## config.mk

```make
export PLATFORM = sky130hd
export DESIGN_NAME = sebp_ctrl
export DESIGN_NICKNAME = d
export VERILOG_FILES = /design/src/sebp_pkg.sv /design/src/sebp_ctrl.sv
export SDC_FILE = /design/constraint.sdc
export NUM_CORES = 1
export LEC_CHECK = 0
export CAP_MARGIN = 15
export CORE_AREA = 5 5 42 44
export CTS_BUF_LIST = sky130_fd_sc_hd__clkbuf_8
export CTS_CLUSTER_DIAMETER = 80
export CTS_CLUSTER_SIZE = 30
export DETAILED_ROUTE_END_ITERATION = 7
export DIE_AREA = 0 0 47 49
export DONT_BUFFER_PORTS = 1
export PLACE_DENSITY_LB_ADDON = 0.2
export SETUP_SLACK_MARGIN = 0.15
export SLEW_MARGIN = 5
export SYNTH_ARGS = -nofsm -noshare
export SYNTH_HDL_FRONTEND = slang
export SYNTH_SLANG_ARGS = --single-unit
```

## constraint.sdc

```tcl
create_clock -name clock -period 2.71 [get_ports clock]
set_input_delay 0.542 -clock clock [delete_from_list [all_inputs] [get_ports clock]]
set_output_delay 0.542 -clock clock [all_outputs]
set_load 0.02 [all_outputs]
```

## src/sebp_pkg.sv

```systemverilog
// ----------------------------------------------------------------------------
// sebp_pkg
// Shared constants, codes and types of the spectral energy bin packetiser.
// ----------------------------------------------------------------------------
package sebp_pkg;

   // frame geometry and field widths
   localparam int FRAME_SIZE = 256;
   localparam int HALF_BINS  = FRAME_SIZE / 2;
   localparam int IDX_W      = $clog2(HALF_BINS);
   localparam int CNT_W      = IDX_W + 1;
   localparam int BIN_W      = 24;
   localparam int EN_W       = 2 * BIN_W;
   localparam int TOT_W      = 54;
   localparam int PCT_W      = 7;
   localparam int THR_W      = TOT_W + PCT_W;
   localparam int Q_W        = 16;
   localparam int QBITS      = 15;
   localparam int DQ_W       = BIN_W + QBITS;
   localparam int SEQ_W      = 16;
   localparam int DIV_W      = $clog2(QBITS + 1);

   localparam logic [PCT_W-1:0] PCT_RESET  = PCT_W'(95);
   localparam logic [15:0]      SYNC_WORD  = 16'hA55A;
   localparam logic [15:0]      FRAME_WORD = 16'(FRAME_SIZE);
   localparam logic [IDX_W-1:0] IDX_LAST   = IDX_W'(HALF_BINS - 1);

   // record kinds
   localparam logic [1:0] REC_HEADER = 2'd0;
   localparam logic [1:0] REC_BIN    = 2'd1;
   localparam logic [1:0] REC_TAIL   = 2'd2;

   // controller states
   typedef enum logic [4:0] {
      ST_IDLE, ST_EN_RD, ST_EN_MUL, ST_EN_ACC,
      ST_RK_EK, ST_RK_LD, ST_RK_SCAN, ST_RK_WR,
      ST_SEL_INIT, ST_SEL_CHK, ST_SEL_ORD, ST_SEL_ADD,
      ST_PK_INIT, ST_PK_CHK, ST_PK_ORD, ST_PK_DAT, ST_FIN,
      ST_RD_IDX, ST_RD_LD, ST_RD_DIV, ST_RD_OUT
   } state_type;

   // datapath commands
   typedef enum logic [4:0] {
      OP_NONE, OP_LOAD, OP_HDR, OP_BIN_ORD, OP_TAIL,
      OP_EN_RD, OP_EN_MUL, OP_EN_ACC,
      OP_RK_EK, OP_RK_LD, OP_RK_SCAN, OP_RK_WR,
      OP_SEL_INIT, OP_SEL_CHK, OP_SEL_ORD, OP_SEL_ADD,
      OP_PK_INIT, OP_PK_CHK, OP_PK_ORD, OP_PK_DAT, OP_FIN,
      OP_RD_IDX, OP_RD_LD, OP_RD_DIV, OP_RD_OUT
   } op_type;

   // datapath status towards the controller
   typedef struct packed {
      logic load_last;
      logic pkt_ready;
      logic rp_zero;
      logic rp_bin;
      logic k_last;
      logic scan_done;
      logic sel_go;
      logic pk_go;
      logic div_last;
   } status_type;

   // magnitude of a signed bin component
   function automatic logic [BIN_W-1:0] mag_of(input logic signed [BIN_W-1:0] v);
      logic [BIN_W-1:0] r;
      r = v[BIN_W-1] ? BIN_W'(-v) : BIN_W'(v);
      return r;
   endfunction

endpackage

```

## src/sebp_ctrl.sv

```systemverilog
// ----------------------------------------------------------------------------
// sebp_ctrl
// Sequencer: runs the per-frame passes and the record reads by commands.
// ----------------------------------------------------------------------------
module sebp_ctrl (
   input  logic                clock,
   input  logic                reset,
   input  logic                start,
   input  logic                req_kind,
   input  sebp_pkg::status_type status,
   output sebp_pkg::op_type    op,
   output logic                busy
);
   import sebp_pkg::*;

   state_type state_ff, state_in;

   // state register
   always_ff @(posedge clock) begin
      if (reset) begin
         state_ff <= ST_IDLE;
      end else begin
         state_ff <= state_in;
      end
   end

   // next state
   always_comb begin
      state_in = state_ff;
      case (state_ff)
         ST_IDLE: begin
            if (start) begin
               if (!req_kind) begin
                  if (status.load_last) state_in = ST_EN_RD;
               end else if (status.pkt_ready && !status.rp_zero && status.rp_bin) begin
                  state_in = ST_RD_IDX;
               end
            end
         end
         ST_EN_RD:    state_in = ST_EN_MUL;
         ST_EN_MUL:   state_in = ST_EN_ACC;
         ST_EN_ACC:   state_in = status.k_last ? ST_RK_EK : ST_EN_RD;
         ST_RK_EK:    state_in = ST_RK_LD;
         ST_RK_LD:    state_in = ST_RK_SCAN;
         ST_RK_SCAN:  state_in = status.scan_done ? ST_RK_WR : ST_RK_SCAN;
         ST_RK_WR:    state_in = status.k_last ? ST_SEL_INIT : ST_RK_EK;
         ST_SEL_INIT: state_in = ST_SEL_CHK;
         ST_SEL_CHK:  state_in = status.sel_go ? ST_SEL_ORD : ST_PK_INIT;
         ST_SEL_ORD:  state_in = ST_SEL_ADD;
         ST_SEL_ADD:  state_in = ST_SEL_CHK;
         ST_PK_INIT:  state_in = ST_PK_CHK;
         ST_PK_CHK:   state_in = status.pk_go ? ST_PK_ORD : ST_FIN;
         ST_PK_ORD:   state_in = ST_PK_DAT;
         ST_PK_DAT:   state_in = ST_PK_CHK;
         ST_FIN:      state_in = ST_IDLE;
         ST_RD_IDX:   state_in = ST_RD_LD;
         ST_RD_LD:    state_in = ST_RD_DIV;
         ST_RD_DIV:   state_in = status.div_last ? ST_RD_OUT : ST_RD_DIV;
         ST_RD_OUT:   state_in = ST_IDLE;
         default:     state_in = ST_IDLE;
      endcase
   end

   // command outputs
   always_comb begin
      op   = OP_NONE;
      busy = (state_ff != ST_IDLE);
      case (state_ff)
         ST_IDLE: begin
            if (start) begin
               if (!req_kind) begin
                  op = OP_LOAD;
               end else if (status.pkt_ready) begin
                  if (status.rp_zero)     op = OP_HDR;
                  else if (status.rp_bin) op = OP_BIN_ORD;
                  else                    op = OP_TAIL;
               end
            end
         end
         ST_EN_RD:    op = OP_EN_RD;
         ST_EN_MUL:   op = OP_EN_MUL;
         ST_EN_ACC:   op = OP_EN_ACC;
         ST_RK_EK:    op = OP_RK_EK;
         ST_RK_LD:    op = OP_RK_LD;
         ST_RK_SCAN:  op = OP_RK_SCAN;
         ST_RK_WR:    op = OP_RK_WR;
         ST_SEL_INIT: op = OP_SEL_INIT;
         ST_SEL_CHK:  op = OP_SEL_CHK;
         ST_SEL_ORD:  op = OP_SEL_ORD;
         ST_SEL_ADD:  op = OP_SEL_ADD;
         ST_PK_INIT:  op = OP_PK_INIT;
         ST_PK_CHK:   op = OP_PK_CHK;
         ST_PK_ORD:   op = OP_PK_ORD;
         ST_PK_DAT:   op = OP_PK_DAT;
         ST_FIN:      op = OP_FIN;
         ST_RD_IDX:   op = OP_RD_IDX;
         ST_RD_LD:    op = OP_RD_LD;
         ST_RD_DIV:   op = OP_RD_DIV;
         ST_RD_OUT:   op = OP_RD_OUT;
         default:     op = OP_NONE;
      endcase
   end

endmodule

```

==> results.sh, run 1 <==
export IMPL_yosysTopAreaCellShare=0.172
export IMPL_clkSinkCount=5
export IMPL_synth_mux_area_frac=0
export IMPL_setup_tns_ns=0
export IMPL_gr_total_overflow=0
export IMPL_critPathKind="reg -> out"
export IMPL_drive_gt1_frac=0.157
export IMPL_cts_clk_slew_worst_paths_ns=0.04
export IMPL_avgSynthCellArea_um2=6.99
export IMPL_numCtsBuffers=3
export IMPL_clock_skew_ns=0.00312
export IMPL_combPwrFrac=0.527
export IMPL_switching_power_mw=0.284
export IMPL_yosys_warnings=0
export IMPL_firstDrtPassIters=4
export IMPL_ctsResizeCount=0
export IMPL_grt_usage=0.140
export IMPL_synth_most_common_cell="a21oi_1"
export IMPL_yosys_area_top_type="dfxtp_1"
export IMPL_top_register="state_ff"
export IMPL_hp_class="in -> reg"
export IMPL_hold_viol=0
export IMPL_swShare=0.486
export IMPL_min_period_over_period=0.869
export IMPL_antenna_cells=0
export IMPL_cts_tree="done"
export IMPL_syn_area_um2=581
export IMPL_die_w_um=47
export IMPL_avgViaCountPerCell=6.25
export IMPL_worstPathRequired_ns=2.17
export IMPL_gp_congestion=0.791
export IMPL_status="finished, final reports clean"
export IMPL_cts_path_max_buffers=2
export IMPL_reg_top3="state_ff x5"
export IMPL_synth_area_leaders="dfxtp_1 17%, a21oi_1 6.9%, nand2b_1 5.4%"
export IMPL_ys_flop_type="dfxtp_1"
export IMPL_synth_common_cells="8 x a21oi_1, 7 x nand2_1, 6 x nor2_1"
export IMPL_post_route_min_period_ns=2.35
export IMPL_synth_fa_ha_area_frac=0
export IMPL_grt_max_degree=20
export IMPL_worstMarginPinSlew_ns=0.585
export IMPL_pwr_share_seq=0.237
export IMPL_yosys_area_share_simple=0.351
export IMPL_synth_compound_area_frac=0.369
export IMPL_timing_fmax_mhz=425
export IMPL_worstSetupEndpointType="output pin"
export IMPL_num_fill_cells=152
export IMPL_instances_no_fill=99
export IMPL_ys_ff_latch=5
export IMPL_synth_distinct_cells=40
export IMPL_crit_arrival_ns=1.81
export IMPL_initial_utilization=0.414
export IMPL_maxSlewHeadroom=0.605
export IMPL_clock_latency_ns=0.22
export IMPL_detail_route_antenna_nets=0
export IMPL_io_buffers=0
export IMPL_largest_reg_flops=5
export IMPL_synth_nets=96
export IMPL_synth_edf_count=0
export IMPL_multi_input_area_um2=427
export IMPL_layout_nets=97
export IMPL_core_area_um2=1400
export IMPL_drt_initial_drc_count=14
export IMPL_seqCellArea_um2=100
export IMPL_final_max_slew_violation_count=0
export IMPL_grt_antenna_before_repair=0
export IMPL_grt_pass1_vias=576
export IMPL_dp_cells=95
export IMPL_cts_setup_buffers=0
export IMPL_synth_xor_area_frac=0.0151
export IMPL_vias=619
export IMPL_cp_max_fo=13
export IMPL_internal_power_mw=0.300
export IMPL_synth_top_family_by_area="compound AO/OA/AOI/OAI gates"
export IMPL_wl_per_cell_um=15.3
export IMPL_clock_root_buffer="clkbuf_8"
export IMPL_postSynthCellCount=83
export IMPL_p_clk_frac=0.236
export IMPL_power_per_cell_area_nw_per_um2=925
export IMPL_setup_viol=0
export IMPL_grt_pass1_wl_um=2370
export IMPL_peakVddDrop_v=0.000476
export IMPL_dpl_hpwl_um=1100
export IMPL_start_kind="register"
export IMPL_rows=14
export IMPL_maxCapViolations=0
export IMPL_die_area_um2=2300
export IMPL_p_leak_nw=0.218
export IMPL_yosysSeqAreaShare=0.172
export IMPL_htreeDepth=1
export IMPL_synthArstFlopShare=0
export IMPL_ios=19
export IMPL_die_y_um=49
export IMPL_area_growth_pct=8.62
export IMPL_grt_setup_unrepaired="no"
export IMPL_drt_wl_total_um=1510
export IMPL_hold_buffers=0
export IMPL_drc=0
per-stage QoR:
step | hold WS [ns] | power [mW] | worst slack (ns) | area [um^2] | utilization
3_5_place_dp | 0.613 | 0.446 | 0.595 | 584 | 0.417
6_report | 0.381 | 0.584 | 0.355 | 631 | 0.450
2_1_floorplan | 0.577 | 0.407 | 0.761 | 581 | -
3_3_place_gp | 0.612 | 0.447 | 0.630 | 584 | 0.417
4_1_cts | 0.377 | 0.588 | 0.351 | 631 | 0.450
5_1_grt | 0.377 | 0.624 | 0.220 | 631 | 0.450
cell usage in the layout (no fill, tap or decap), types with 2 or more instances in the layout:
master and instances:
o21ai_0 5, nor3_1 2, a21oi_1 8, nand2b_1 5, nor2b_1 2, inv_1 3
nor2_1 6, nand3_1 2, nand2_1 7, o21ai_1 3, dfxtp_1 5, nand3b_1 2
a31oi_1 2, buf_4 3, nor4_1 2, clkbuf_8 3
layer usage:
| layer | share of wire | wire length, um | up-vias | track usage |
|---|---|---|---|---|
| li1 | - | - | 310 | - |
| met1 | 0.43 | 652 | 272 | 0.174 |
| met2 | 0.45 | 682 | 35 | 0.208 |
| met3 | 0.10 | 158 | 2 | 0.0369 |
| met4 | 0.011 | 17 | 0 | 0.0829 |
| met5 | 0 | 0 | - | 0 |
worst max-delay path, stage by stage, from the launching register on:
cell and delay [ns]:
dfxtp_1 0.42, nor4_1 0.34, and2b_2 0.25, nand3_2 0.09, o41ai_2 0.49
area by class of cell:
type / count / area share
clock buffers: 3 / 0.0655
repair buffers: 3 / 0.0357
multi-input cells: 67 / 0.677
clock inverters: 1 / 0.00794
flip-flops and latches: 5 / 0.159
inverters: 4 / 0.0238
well taps: 16 / 0.0317
kinds of logic (layout without fill, tap and decap cells):
kind of cell           Yosys count  count (layout)
buffers and inverters           11              11
AND/OR/NAND/NOR                 36              36
XOR/XNOR                         1               1
AO/OA/AOI/OAI                   30              30
flip-flops                       5               5
final timing paths:
| kind | start | to | slack, ns | cells after the start |
|---|---|---|---|---|
| worst max-delay path | state_ff[4]$_SDFFE_PP0P_ | op[2] | 0.36 | 4 |
| worst min-delay path | reset | state_ff[2]$_SDFFE_PP0P_ | 0.38 | 1 |
| worst max register to register | state_ff[0]$_SDFFE_PP0P_ | state_ff[2]$_SDFFE_PP0P_ | 1.13 | 3 |
| worst min register to register | state_ff[1]$_SDFFE_PP0P_ | state_ff[0]$_SDFFE_PP0P_ | 0.69 | 3 |
power groups by stage:
stage,Combinational [mW],Sequential (mW),Clock (mW)
final,0.307,0.138,0.138
after global routing,0.334,0.143,0.147
after CTS,0.309,0.138,0.141
after detailed placement,0.307,0.139,0
after global placement,0.309,0.138,0
after floorplan,0.298,0.108,0
No activity file was read; power rests on OpenSTA's default activity.
==> run 2, diff against run 1 <==
- ABC_AREA: not set -> 1
- CTS_CLUSTER_DIAMETER: 80 -> not set
- SKIP_CTS_REPAIR_TIMING: not set -> 1
==> run 2 against run 1 <==
Compared with the run above: sequential cell count stayed put; critical path depth is 2 higher; die area stayed put; highest routed layer unchanged; largest cell class unchanged; routed wire length is 12% higher; worst setup slack better by 0.11 ns; first-iteration DRC count is 110% higher; non-clock buffer count is 1 lower; hold slack better by 0.012 ns; global-route usage is 1.9 points higher.
==> results.sh, run 2 <==
export IMPL_status="finished, final reports clean"
export IMPL_grt_usage=0.159
export IMPL_gp_congestion=0.919
export IMPL_avgViaCountPerCell=5.58
export IMPL_dp_slack_ns=0.727
export IMPL_clock_skew_ns=0.000397
export IMPL_worstPathRequired_ns=2.17
export IMPL_hold_viol=0
export IMPL_ys_flop_type="dfxtp_1"
export IMPL_cts_clk_slew_worst_paths_ns=0.03
export IMPL_maxCapViolations=0
export IMPL_synthArstFlopShare=0
export IMPL_avgSynthCellArea_um2=5.29
export IMPL_die_y_um=49
export IMPL_cts_path_max_buffers=2
export IMPL_clkSinkCount=5
export IMPL_yosys_area_top_type="nand2_1"
export IMPL_post_route_min_period_ns=2.25
export IMPL_combPwrFrac=0.570
export IMPL_postSynthCellCount=115
export IMPL_yosysTopAreaCellShare=0.210
export IMPL_worstSetupEndpointType="output pin"
export IMPL_peakVddDrop_v=0.000529
export IMPL_firstDrtPassIters=4
export IMPL_hp_class="in -> reg"
export IMPL_grt_pass1_wl_um=2700
export IMPL_clock_root_buffer="clkbuf_8"
export IMPL_reg_top3="state_ff x5"
export IMPL_antenna_cells=0
export IMPL_largest_reg_flops=5
export IMPL_yosys_warnings=0
export IMPL_detail_route_antenna_nets=0
export IMPL_syn_area_um2=608
export IMPL_io_buffers=0
export IMPL_power_per_cell_area_nw_per_um2=887
export IMPL_start_kind="register"
export IMPL_layout_nets=134
export IMPL_drt_wl_total_um=1700
export IMPL_synth_distinct_cells=20
export IMPL_p_clk_frac=0.218
export IMPL_wl_per_cell_um=12.5
export IMPL_drive_gt1_frac=0.108
export IMPL_worstMarginPinSlew_ns=0.472
export IMPL_cts_tree="done"
export IMPL_internal_power_mw=0.289
export IMPL_synth_edf_count=0
export IMPL_ios=19
export IMPL_dpl_hpwl_um=1380
export IMPL_synth_common_cells="34 x nand2_1, 19 x nor2_1, 15 x inv_1"
export IMPL_clock_latency_ns=0.22
export IMPL_vias=759
export IMPL_grt_pass1_vias=667
export IMPL_gr_total_overflow=0
export IMPL_p_leak_nw=0.370
export IMPL_critPathKind="reg -> out"
export IMPL_timing_fmax_mhz=445
export IMPL_min_period_over_period=0.829
export IMPL_grt_max_degree=11
export IMPL_worst_slack_ns=0.464
export IMPL_setup_viol=0
export IMPL_die_area_um2=2300
export IMPL_drc=0
export IMPL_setup_tns_ns=0
export IMPL_synth_area_leaders="nand2_1 21%, dfxtp_1 16%, nor2_1 12%"
export IMPL_pwr_share_seq=0.212
export IMPL_top_register="state_ff"
export IMPL_yosysSeqAreaShare=0.165
export IMPL_cp_max_fo=9
export IMPL_layout_common_cells="34 x nand2_1, 19 x nor2_1, 16 x inv_1"
export IMPL_swShare=0.523
export IMPL_core_area_um2=1400
export IMPL_synth_most_common_cell="nand2_1"
export IMPL_grt_setup_unrepaired="no"
export IMPL_power_mw=0.606
export IMPL_initial_utilization=0.434
export IMPL_final_max_slew_violation_count=0
export IMPL_grt_antenna_before_repair=0
export IMPL_htreeDepth=1
export IMPL_final_common_cell="nand2_1"
export IMPL_area_growth_pct=12.3
export IMPL_rows=14
export IMPL_numCtsBuffers=3
export IMPL_ys_ff_latch=5
export IMPL_maxSlewHeadroom=0.684
export IMPL_switching_power_mw=0.317
export IMPL_drt_initial_drc_count=30
export IMPL_crit_arrival_ns=1.70
export IMPL_die_w_um=47
export IMPL_synth_nets=128
==> run 2: path summary, 6_finish.rpt <==
check | from | end | slack [ns] | cells past startpoint
setup / recovery | state_ff[2]$_SDFFE_PP0P_ | op[1] | 0.46 | 6
hold / removal | reset | state_ff[0]$_SDFFE_PP0P_ | 0.39 | 1
setup reg to reg | state_ff[0]$_SDFFE_PP0P_ | state_ff[0]$_SDFFE_PP0P_ | 1.29 | 9
hold reg to reg | state_ff[1]$_SDFFE_PP0P_ | state_ff[1]$_SDFFE_PP0P_ | 0.74 | 4
==> run 2: metal layers <==
layer,share of wire,vias to the layer above,track usage
met1,0.39,332,0.189
met3,0.091,4,0.0369
met2,0.51,34,0.238
met5,0,-,0
met4,0.0083,0,0.115
li1,-,389,-
==> run 2: layout make-up <==
| cell class | instances | area [um^2] |
|---|---|---|
| Clock buffer | 3 | 41.3 |
| Clock inverter | 1 | 3.75 |
| Fill cell | 162 | 718 |
| Inverter | 17 | 63.8 |
| Multi-Input combinational cell | 92 | 439 |
| Sequential cell | 5 | 100 |
| Tap cell | 16 | 20.0 |
| Timing Repair Buffer | 2 | 15.0 |
==> run 2: cells by family after synthesis <==
| logic type | count (synthesis) | synth area share |
|---|---|---|
| AND/OR/NAND/NOR | 82 | 0.628 |
| buffers and inverters | 18 | 0.113 |
| AO/OA/AOI/OAI | 10 | 0.0947 |
| flip-flops | 5 | 0.165 |
==> run 2: worst max-delay path: stages, from the launching register on <==
cell and delay, ns:
dfxtp_1 0.38, nor2_4 0.25, nand3_2 0.21, nor2_1 0.21, nand3_1 0.09, o21ai_0 0.16, buf_4 0.17
==> run 2: power groups by stage <==
| stage | combinational [mW] | clock (mW) | sequential (mW) |
|---|---|---|---|
| after floorplan | 0.288 | 0 | 0.108 |
| after global placement | 0.348 | 0 | 0.127 |
| after detailed placement | 0.343 | 0 | 0.128 |
| after CTS | 0.344 | 0.137 | 0.127 |
| after global routing | 0.383 | 0.146 | 0.129 |
| final | 0.346 | 0.132 | 0.128 |
==> run 2: metrics by stage <==
stage	std cells	instance area, um^2	hold WS, ns	utilization
floorplan	115	608	0.611	-
global placement	132	638	0.614	0.455
detailed placement	132	638	0.619	0.455
CTS	136	683	0.386	0.488
global route	136	683	0.382	0.488
finish	136	683	0.392	0.488
